**config.mk**
```make
export PLATFORM = sky130hd
export DESIGN_NAME = multicast_hash_filter
export DESIGN_NICKNAME = d
export VERILOG_FILES = /design/src/hdl/mhf_pkg.sv /design/src/hdl/mhf_crc_bucket.sv /design/src/hdl/mhf_count_cell.sv /design/src/hdl/multicast_hash_filter.sv
export SDC_FILE = /design/constraint.sdc
export NUM_CORES = 2
export LEC_CHECK = 0
export CELL_PAD_IN_SITES_DETAIL_PLACEMENT = 0
export CELL_PAD_IN_SITES_GLOBAL_PLACEMENT = 1
export CORE_ASPECT_RATIO = 0.5
export CORE_MARGIN = 2
export CORE_UTILIZATION = 50
export DETAILED_ROUTE_END_ITERATION = 10
export DONT_BUFFER_PORTS = 1
export GPL_ROUTABILITY_DRIVEN = 1
export GPL_TIMING_DRIVEN = 0
export PLACE_DENSITY = 0.93
export SLEW_MARGIN = 20
export SYNTH_ARGS = -nofsm -noshare
export SYNTH_HDL_FRONTEND = slang
export SYNTH_SLANG_ARGS = --single-unit
```
**constraint.sdc**
```tcl
create_clock -name clock -period 11.85 [get_ports clock]
set_input_delay 2.37 -clock clock [delete_from_list [all_inputs] [get_ports clock]]
set_output_delay 2.37 -clock clock [all_outputs]
set_load 0.01 [all_outputs]
```
**src/hdl/mhf_pkg.sv**
```systemverilog
// shared types, constants and the crc-32 octet step for the multicast hash filter
package mhf_pkg;

   localparam int MAC_WIDTH     = 48;
   localparam int BUCKET_WIDTH  = 6;
   localparam int BUCKET_COUNT  = 1 << BUCKET_WIDTH;
   localparam int CRC_WIDTH     = 32;
   localparam int BUCKET_LSB    = 23;
   localparam int OCTET_COUNT   = MAC_WIDTH / 8;

   localparam logic [CRC_WIDTH-1:0] CRC_POLY   = 32'h04C1_1DB7;
   localparam logic [CRC_WIDTH-1:0] CRC_PRESET = 32'hFFFF_FFFF;

   typedef enum logic {
      CMD_SUBSCRIBE   = 1'b0,
      CMD_UNSUBSCRIBE = 1'b1
   } mhf_cmd_type;

   typedef struct packed {
      mhf_cmd_type            command;
      logic [MAC_WIDTH-1:0]   mac_address;
   } mhf_req_type;

   typedef struct packed {
      logic [BUCKET_WIDTH-1:0] bucket;
      logic [BUCKET_COUNT-1:0] hash_table;
      logic                    ignored;
   } mhf_rsp_type;

   // per-bucket counter control
   typedef struct packed {
      logic update;
      logic unsubscribe;
   } mhf_cell_ctl_type;

   // per-bucket counter status
   typedef struct packed {
      logic nonzero_next;
      logic refused;
   } mhf_cell_sts_type;

   // one octet through the shift-left crc register, lsb of the octet first
   function automatic logic [CRC_WIDTH-1:0] crc_octet(
      input logic [CRC_WIDTH-1:0] crc_cur,
      input logic [7:0]           octet
   );
      logic [CRC_WIDTH-1:0] c;
      logic                 fb;
      c = crc_cur;
      for (int k = 0; k < 8; k++) begin
         fb = octet[k] ^ c[CRC_WIDTH-1];
         c  = {c[CRC_WIDTH-2:0], 1'b0} ^ (fb ? CRC_POLY : '0);
      end
      return c;
   endfunction

endpackage

```
**src/hdl/mhf_crc_bucket.sv**
```systemverilog
// crc-32 xor network over the six address octets, gives the bucket index
module mhf_crc_bucket (
   input  logic [mhf_pkg::MAC_WIDTH-1:0]    mac_address,
   output logic [mhf_pkg::BUCKET_WIDTH-1:0] bucket
);

   logic [mhf_pkg::CRC_WIDTH-1:0] crc;

   always_comb begin
      crc = mhf_pkg::CRC_PRESET;
      // first transmitted octet sits in the top byte
      for (int b = 0; b < mhf_pkg::OCTET_COUNT; b++) begin
         crc = mhf_pkg::crc_octet(crc, mac_address[(mhf_pkg::MAC_WIDTH - 8 - 8*b) +: 8]);
      end
   end

   assign bucket = crc[mhf_pkg::BUCKET_LSB +: mhf_pkg::BUCKET_WIDTH];

endmodule

```
**src/hdl/mhf_count_cell.sv**
```systemverilog
// one saturating reference counter of the bucket row
module mhf_count_cell #(
   parameter int COUNT_WIDTH = 8
) (
   input  logic                      clock,
   input  logic                      reset,
   input  mhf_pkg::mhf_cell_ctl_type ctl,
   output mhf_pkg::mhf_cell_sts_type sts
);

   logic [COUNT_WIDTH-1:0] count_ff;
   logic [COUNT_WIDTH-1:0] count_in;
   logic                   at_max;
   logic                   at_zero;

   assign at_max  = (count_ff == {COUNT_WIDTH{1'b1}});
   assign at_zero = (count_ff == '0);

   always_comb begin
      count_in    = count_ff;
      sts.refused = 1'b0;
      if (ctl.update) begin
         if (ctl.unsubscribe) begin
            if (at_zero) sts.refused = 1'b1;
            else         count_in    = count_ff - 1'b1;
         end else begin
            if (at_max)  sts.refused = 1'b1;
            else         count_in    = count_ff + 1'b1;
         end
      end
      sts.nonzero_next = (count_in != '0);
   end

   always_ff @(posedge clock) begin
      if (reset) begin
         count_ff <= '0;
      end else begin
         count_ff <= count_in;
      end
   end

endmodule

```
**src/hdl/multicast_hash_filter.sv**
```systemverilog
// top level of the reference-counted multicast hash filter
//
// Takes one subscribe or unsubscribe request word per cycle when not stalled,
// each with a 48-bit multicast address, and answers each with exactly one result
// word. The bucket is bits 28:23 of a crc-32 (poly 0x04c11db7, preset all ones,
// octets first transmitted first, each octet lsb first). A row of 64 saturating
// counters of COUNT_WIDTH bits, cleared by reset, tracks the subscribers of each
// bucket; the result carries the bucket, the 64-bit hash table after this request
// (bit i set while count i is nonzero) and an ignored flag for a subscribe at
// full count or an unsubscribe at zero. Throughput is one word per cycle while
// rsp_stall is low, set by the read-modify-write of the counter row. A request
// lands in the input register; when the result slot is free or draining it
// updates the counts and loads the result register in the same cycle. While a
// finished result waits on rsp_stall the empty input register takes one more
// word, then req_stall stays high until the result is taken.
module multicast_hash_filter #(
   parameter int COUNT_WIDTH = 8
) (
   input  logic                 clock,
   input  logic                 reset,
   // request channel
   input  logic                 req_valid,
   output logic                 req_stall,
   input  mhf_pkg::mhf_req_type req_word,
   // result channel
   output logic                 rsp_valid,
   input  logic                 rsp_stall,
   output mhf_pkg::mhf_rsp_type rsp_word
);

   // input register stage
   logic                 in_valid_ff;
   logic                 in_valid_in;
   mhf_pkg::mhf_req_type in_word_ff;

   // result register stage
   logic                 rsp_valid_ff;
   logic                 rsp_valid_in;
   mhf_pkg::mhf_rsp_type rsp_word_ff;
   mhf_pkg::mhf_rsp_type rsp_word_in;

   logic                               advance;
   logic                               req_take;
   logic [mhf_pkg::BUCKET_WIDTH-1:0]   bucket;
   logic [mhf_pkg::BUCKET_COUNT-1:0]   nonzero_next;
   logic [mhf_pkg::BUCKET_COUNT-1:0]   refused;

   // held word moves to the result register when that slot is free or draining
   assign advance   = in_valid_ff && (!rsp_valid_ff || !rsp_stall);
   // stall only while the input register is full and cannot move on
   assign req_stall = in_valid_ff && !advance;
   assign req_take  = req_valid && !req_stall;

   // bucket hash from the registered address
   mhf_crc_bucket u_crc (
      .mac_address (in_word_ff.mac_address),
      .bucket      (bucket)
   );

   // counter row, each cell updates itself when its bucket is hit
   for (genvar i = 0; i < mhf_pkg::BUCKET_COUNT; i++) begin : g_cell
      mhf_pkg::mhf_cell_ctl_type cell_ctl;
      mhf_pkg::mhf_cell_sts_type cell_sts;

      assign cell_ctl.update      = advance &&
                                    (bucket == mhf_pkg::BUCKET_WIDTH'(i));
      assign cell_ctl.unsubscribe = (in_word_ff.command == mhf_pkg::CMD_UNSUBSCRIBE);

      mhf_count_cell #(
         .COUNT_WIDTH (COUNT_WIDTH)
      ) u_cell (
         .clock (clock),
         .reset (reset),
         .ctl   (cell_ctl),
         .sts   (cell_sts)
      );

      assign nonzero_next[i] = cell_sts.nonzero_next;
      assign refused[i]      = cell_sts.refused;
   end

   // result word: the map already reflects this request
   always_comb begin
      rsp_word_in.bucket     = bucket;
      rsp_word_in.hash_table = nonzero_next;
      rsp_word_in.ignored    = |refused;
   end

   // handshake next state
   always_comb begin
      if (req_take)     in_valid_in = 1'b1;
      else if (advance) in_valid_in = 1'b0;
      else              in_valid_in = in_valid_ff;

      if (advance)                       rsp_valid_in = 1'b1;
      else if (rsp_valid_ff && !rsp_stall) rsp_valid_in = 1'b0;
      else                               rsp_valid_in = rsp_valid_ff;
   end

   always_ff @(posedge clock) begin
      if (reset) begin
         in_valid_ff  <= 1'b0;
         rsp_valid_ff <= 1'b0;
      end else begin
         in_valid_ff  <= in_valid_in;
         rsp_valid_ff <= rsp_valid_in;
      end
   end

   // payload registers, no reset needed
   always_ff @(posedge clock) begin
      if (req_take) begin
         in_word_ff <= req_word;
      end
      if (advance) begin
         rsp_word_ff <= rsp_word_in;
      end
   end

   assign rsp_valid = rsp_valid_ff;
   assign rsp_word  = rsp_word_ff;

endmodule

```
# After elaboration in Yosys (flattened, before gate mapping)
# Cells that the tools add are included.
# op_classes
n_addsub	128
eq_ne	127
reduce_logical	205
mux	564
n_bitwise	95
# op_table
operator	n
$mux W8	256
$xor A32 B32 Y32	45
$mux W27	48
$add A8 B1 Y8 const B	64
$eq A8 B8 Y1 const B	64
$logic_not A8 Y1	64
$reduce_bool A8 Y1	64
$sub A8 B1 Y8 const B	64
$mux W1	260
$eq A6 B6 Y1 const B	32
$eq A6 B5 Y1 const B	16
$logic_and A1 B1 Y1	68
$reduce_or A64 Y1	1
$eq A6 B4 Y1 const B	8
$xor A1 B1 Y1	47
$xor A32 B27 Y32	1
$not A31 Y31	1
$xor A29 B29 Y29	1
$eq A6 B3 Y1 const B	4
$eq A6 B2 Y1 const B	2
$eq A6 B1 Y1 const B	1
$logic_not A6 Y1	1
$logic_not A1 Y1	4
$reduce_bool A2 Y1	2
$logic_or A1 B1 Y1	1
# word_totals
inputBits	53
regBits	634
out_inout_bits	73
word_cells	1190

# Logic depth before layout (Yosys ltp)
# depth
depth_word	147
ltp_mapped	20
mapped_depth_nobuf	15

# Modules after synthesis
# From an unflattened synthesis, not the netlist that was laid out.
# unflattened
cells_unflattened	8015
hier_area_um2	66064.6
# by_module_without_submodules
mod	n_inst	cells_per_inst	area_each_um2	seq_area_each_um2
mhf_count_cell	64	118	922.1	160.2
multicast_hash_filter	1	245	4222.8	3643.5
mhf_crc_bucket	1	218	2825.2	0.0

# Least setup slack after synthesis
# Ideal clock, no wire load.
# synth_path
path_kind	register -> register
from	register in_word_ff[41] in the netlist's numbering
to	register rsp_word_ff (netlist bit rsp_word[47]) (data pin)
path_buffers	2
setup_ns	0.272
synth_period_minus_slack_ns	5.788
t_required_ns	11.578
slack_ns	6.062
stages_incl_launch_ff	18
arrival_time_ns	5.516
path_cell_list	edfxtp_1 buf_6 xnor3_2 xnor3_2 xnor2_4 xnor3_1 xnor3_1 xnor3_2 xnor2_2 xor2_2 inv_2 buf_6 nand2_4 nor3_1 mux2i_1 nand3_1 or4_1 or4b_1
# synth_lines
element	line_no	rtl
from (decl)	multicast_hash_filter.sv:34	mhf_pkg::mhf_req_type in_word_ff;
from (signal assigned)	multicast_hash_filter.sv:113	in_word_ff <= req_word;
to (signal assigned)	multicast_hash_filter.sv:116	rsp_word_ff <= rsp_word_in;
to (decl)	multicast_hash_filter.sv:39	mhf_pkg::mhf_rsp_type rsp_word_ff;

==> impl_metrics.env <==
export IMPL_async_flop_share_pct=0
export IMPL_synthMuxAreaShare_pct=1.51
export IMPL_port_buffers=0
export IMPL_ys_seq_elements=634
export IMPL_report_final_hold_viol_count=0
export IMPL_finalCritPeriodShare_pct=78.1
export IMPL_synth_fa_ha_area_share_pct=4.61
export IMPL_placedCellCount=8456
export IMPL_ys_flop_type="dfxtp_1"
export IMPL_worstSetupPathType="register to register"
export IMPL_firstDrtPassIters=9
export IMPL_grt_pass1_wl_um=353000
export IMPL_finalCriticalPeriod_ps=9250
export IMPL_avgViaCountPerCell=6.90
export IMPL_drc=0
export IMPL_cts_clk_slew_worst_paths_ps=70
export IMPL_fin_nets=7370
export IMPL_critPathTopFamily="XOR/XNOR gates"
export IMPL_rows=83
export IMPL_finalSetupTns_ps=0
export IMPL_io_pins=126
export IMPL_synth_simple_area_share_pct=32.8
export IMPL_coreArea_um2=103000
export IMPL_yosys_area_share_xor_xnor_pct=8.31
export IMPL_synth_top_family_by_area="simple AND/OR/NAND/NOR gates"
export IMPL_critPathBufInv=5
export IMPL_hp_class="register to register"
export IMPL_slew_headroom_pct=7.82
export IMPL_finalNonFillerCells=8622
export IMPL_die_w_um=461
export IMPL_synth_fp_nets=7250
export IMPL_setup_viol=0
export IMPL_grt_usage_pct=45.3
export IMPL_grt_pass1_vias=50900
export IMPL_crit_slowest_cell="a221oi_1"
export IMPL_ys_types=101
export IMPL_yosysMostFrequentCell="nor2_1"
export IMPL_grt_max_degree=44
export IMPL_dp_hpwl_um=185000
export IMPL_hold_ws_ps=497
export IMPL_synthesis_area_um2=52200
export IMPL_detail_route_antenna_nets=0
export IMPL_die_area_um2=107000
export IMPL_synthCells=7005
export IMPL_syn_area_per_cell_um2=7.45
export IMPL_postCtsSetupBuffers=0
export IMPL_worstMarginPinSlew_ps=1340
export IMPL_totalWireLength_um=253000
export IMPL_syn_to_final_growth_pct=10.3
export IMPL_yosys_warnings=0
export IMPL_vias=59500
export IMPL_synth_compound_area_share_pct=20.9
export IMPL_cpMostUsedCell="xnor3_1"
export IMPL_start_util_pct=50.6
export IMPL_drt_iter0_markers=10100
export IMPL_place_congestion=1.04
export IMPL_start_kind="register"
export IMPL_clock_fmax_mhz=108
export IMPL_required_ps=12160
export IMPL_die_h_um=232
export IMPL_cp_arrival_ps=9560
export IMPL_yosysSeqAreaShare_pct=26.6
export IMPL_drive_above_1_share_pct=6.09
export IMPL_synth_area_leader_cell="dfxtp_1"
export IMPL_worstSkewPairLatency_ps=700
export IMPL_drv_cap=0
export IMPL_grt_overflow=0
export IMPL_path_max_fanout=10
export IMPL_status="complete, no violations"
export IMPL_cp_end_kind="register"
export IMPL_htree_levels=3
export IMPL_yosys_area_top_type_share_pct=19.7
export IMPL_synthTopCellsByCount="931 x nor2_1, 569 x nand2_1, 514 x dfxtp_1, 470 x o21ai_0, 362 x clkbuf_1"
export IMPL_cts_tree="done"
export IMPL_grt_antenna_before_repair=63
export IMPL_ys_top_cells_by_area="dfxtp_1 20%, edfxtp_1 6.9%, nor2_1 6.7%"
export IMPL_path_cells="buf_2 -> xnor2_1 -> xor2_2 -> xnor3_1 -> xnor3_1 -> xnor3_1 -> xnor2_1 -> xnor3_1 -> xor2_2 -> inv_2 -> buf_4 -> nand3_1 -> buf_2 -> buf_2 -> o22ai_1 -> a221oi_1 -> o2111ai_1 -> a2111oi_0 -> o2111ai_1"
export IMPL_hold_buffers=0
export IMPL_ctsResizeCount=0
export IMPL_fin_worst_skew_ps=29.1
export IMPL_utilization_pct=55.9
export IMPL_cts_root_buffer="clkbuf_16"
export IMPL_clockBufferDepth=3
export IMPL_rsz0062_at_grt="false"
export IMPL_slowest_delay_ps=930
export IMPL_cts_buffers=68
export IMPL_final_max_slew_viol_count=0
export IMPL_synth_edf_count=120
export IMPL_wl_per_cell_um=29.3
export IMPL_clock_sinks=634
==> stage by stage <==
stage | instance area [um^2] | worst slack (ps)
finish | 57500 | 2600
global route | 57400 | 2700
CTS | 57400 | 3100
detailed placement | 55100 | 3140
global placement | 53900 | 2070
floorplan | 52200 | 6060
==> flip-flops by register name, indices dropped and copies added (netlist names) <==
name	flops
g_cell.cell_ctl	1
g_cell.u_cell.count_ff	512
in_valid_ff	1
in_word_ff	48
rsp_valid	1
rsp_word	71
==> path summary, 6_finish.rpt <==
check	start	endpoint	slack [ps]	cells past startpoint
worst min-delay path	in_valid_ff$_SDFFE_PP0P_	rsp_valid$_SDFFE_PP0P_	500	2
worst max-delay path	in_word_ff[47]$_DFFE_PP_	rsp_word[0]$_DFFE_PP_	2600	19
worst min register to register	in_valid_ff$_SDFFE_PP0P_	rsp_valid$_SDFFE_PP0P_	500	2
worst max register to register	in_word_ff[47]$_DFFE_PP_	rsp_word[0]$_DFFE_PP_	2600	19
==> kinds of logic after synthesis <==
group	after synthesis
compound gates	1675
xor+xnor	346
fa+ha+maj	192
buf+inv	700
flops	634
mux	78
simple gates	3380
==> cell usage in the layout, fill, tap and decap left out, types with 40 or more instances in the layout <==
cell | Yosys | layout
edfxtp_1 | 120 | 120
mux2i_1 | 71 | 71
clkbuf_2 | 2 | 82
nand2b_1 | 112 | 112
nand3b_1 | 41 | 41
xnor2_1 | 186 | 186
ha_1 | 192 | 192
and2_1 | 279 | 279
nor4_1 | 147 | 143
and3_1 | 117 | 117
o31ai_1 | 54 | 54
nor2_1 | 931 | 930
xor2_1 | 63 | 63
a22oi_1 | 61 | 61
clkbuf_1 | 362 | 298
a21oi_1 | 345 | 345
nand3_1 | 339 | 339
o32ai_1 | 42 | 42
clkbuf_16 | 0 | 71
xnor3_1 | 59 | 59
or4_1 | 57 | 57
nand2_1 | 569 | 569
or3_1 | 104 | 104
nor3_1 | 315 | 311
dfxtp_1 | 514 | 514
a211oi_1 | 40 | 40
a31oi_1 | 128 | 127
diode_2 | 0 | 42
a22o_1 | 42 | 42
o221ai_1 | 44 | 44
o21ai_0 | 470 | 470
buf_2 | 37 | 71
o22ai_1 | 77 | 77
inv_1 | 247 | 247
nand4_1 | 175 | 175
==> layout make-up <==
| cell class | count | area [um^2] |
|---|---|---|
| sequential | 634 | 13900 |
| timing repair buffer | 50 | 1030 |
| buffer | 448 | 1910 |
| inverter | 252 | 951 |
| clock buffer | 94 | 1930 |
| antenna | 42 | 105 |
| clock inverter | 29 | 339 |
| tap | 1402 | 1750 |
| fill | 9933 | 45500 |
| multi-input combinational | 5671 | 35600 |
==> layer usage <==
layer / part of all wire (%) / vias up / track usage, %
met3: 16 / 881 / 18.2
met1: 39 / 28000 / 60.5
li1: - / 26000 / -
met4: 6.6 / 24 / 26.3
met2: 38 / 4549 / 60.7
met5: 0.070 / - / 0
==> worst min-delay path: stages, from the launching register on <==
cell and delay, ps:
dfxtp_1 340, a21oi_1 50, nor2_1 80
Power is left out: the tool's default activity adds up to more than one toggle a clock period on the data nets, which glitch-free logic cannot reach.
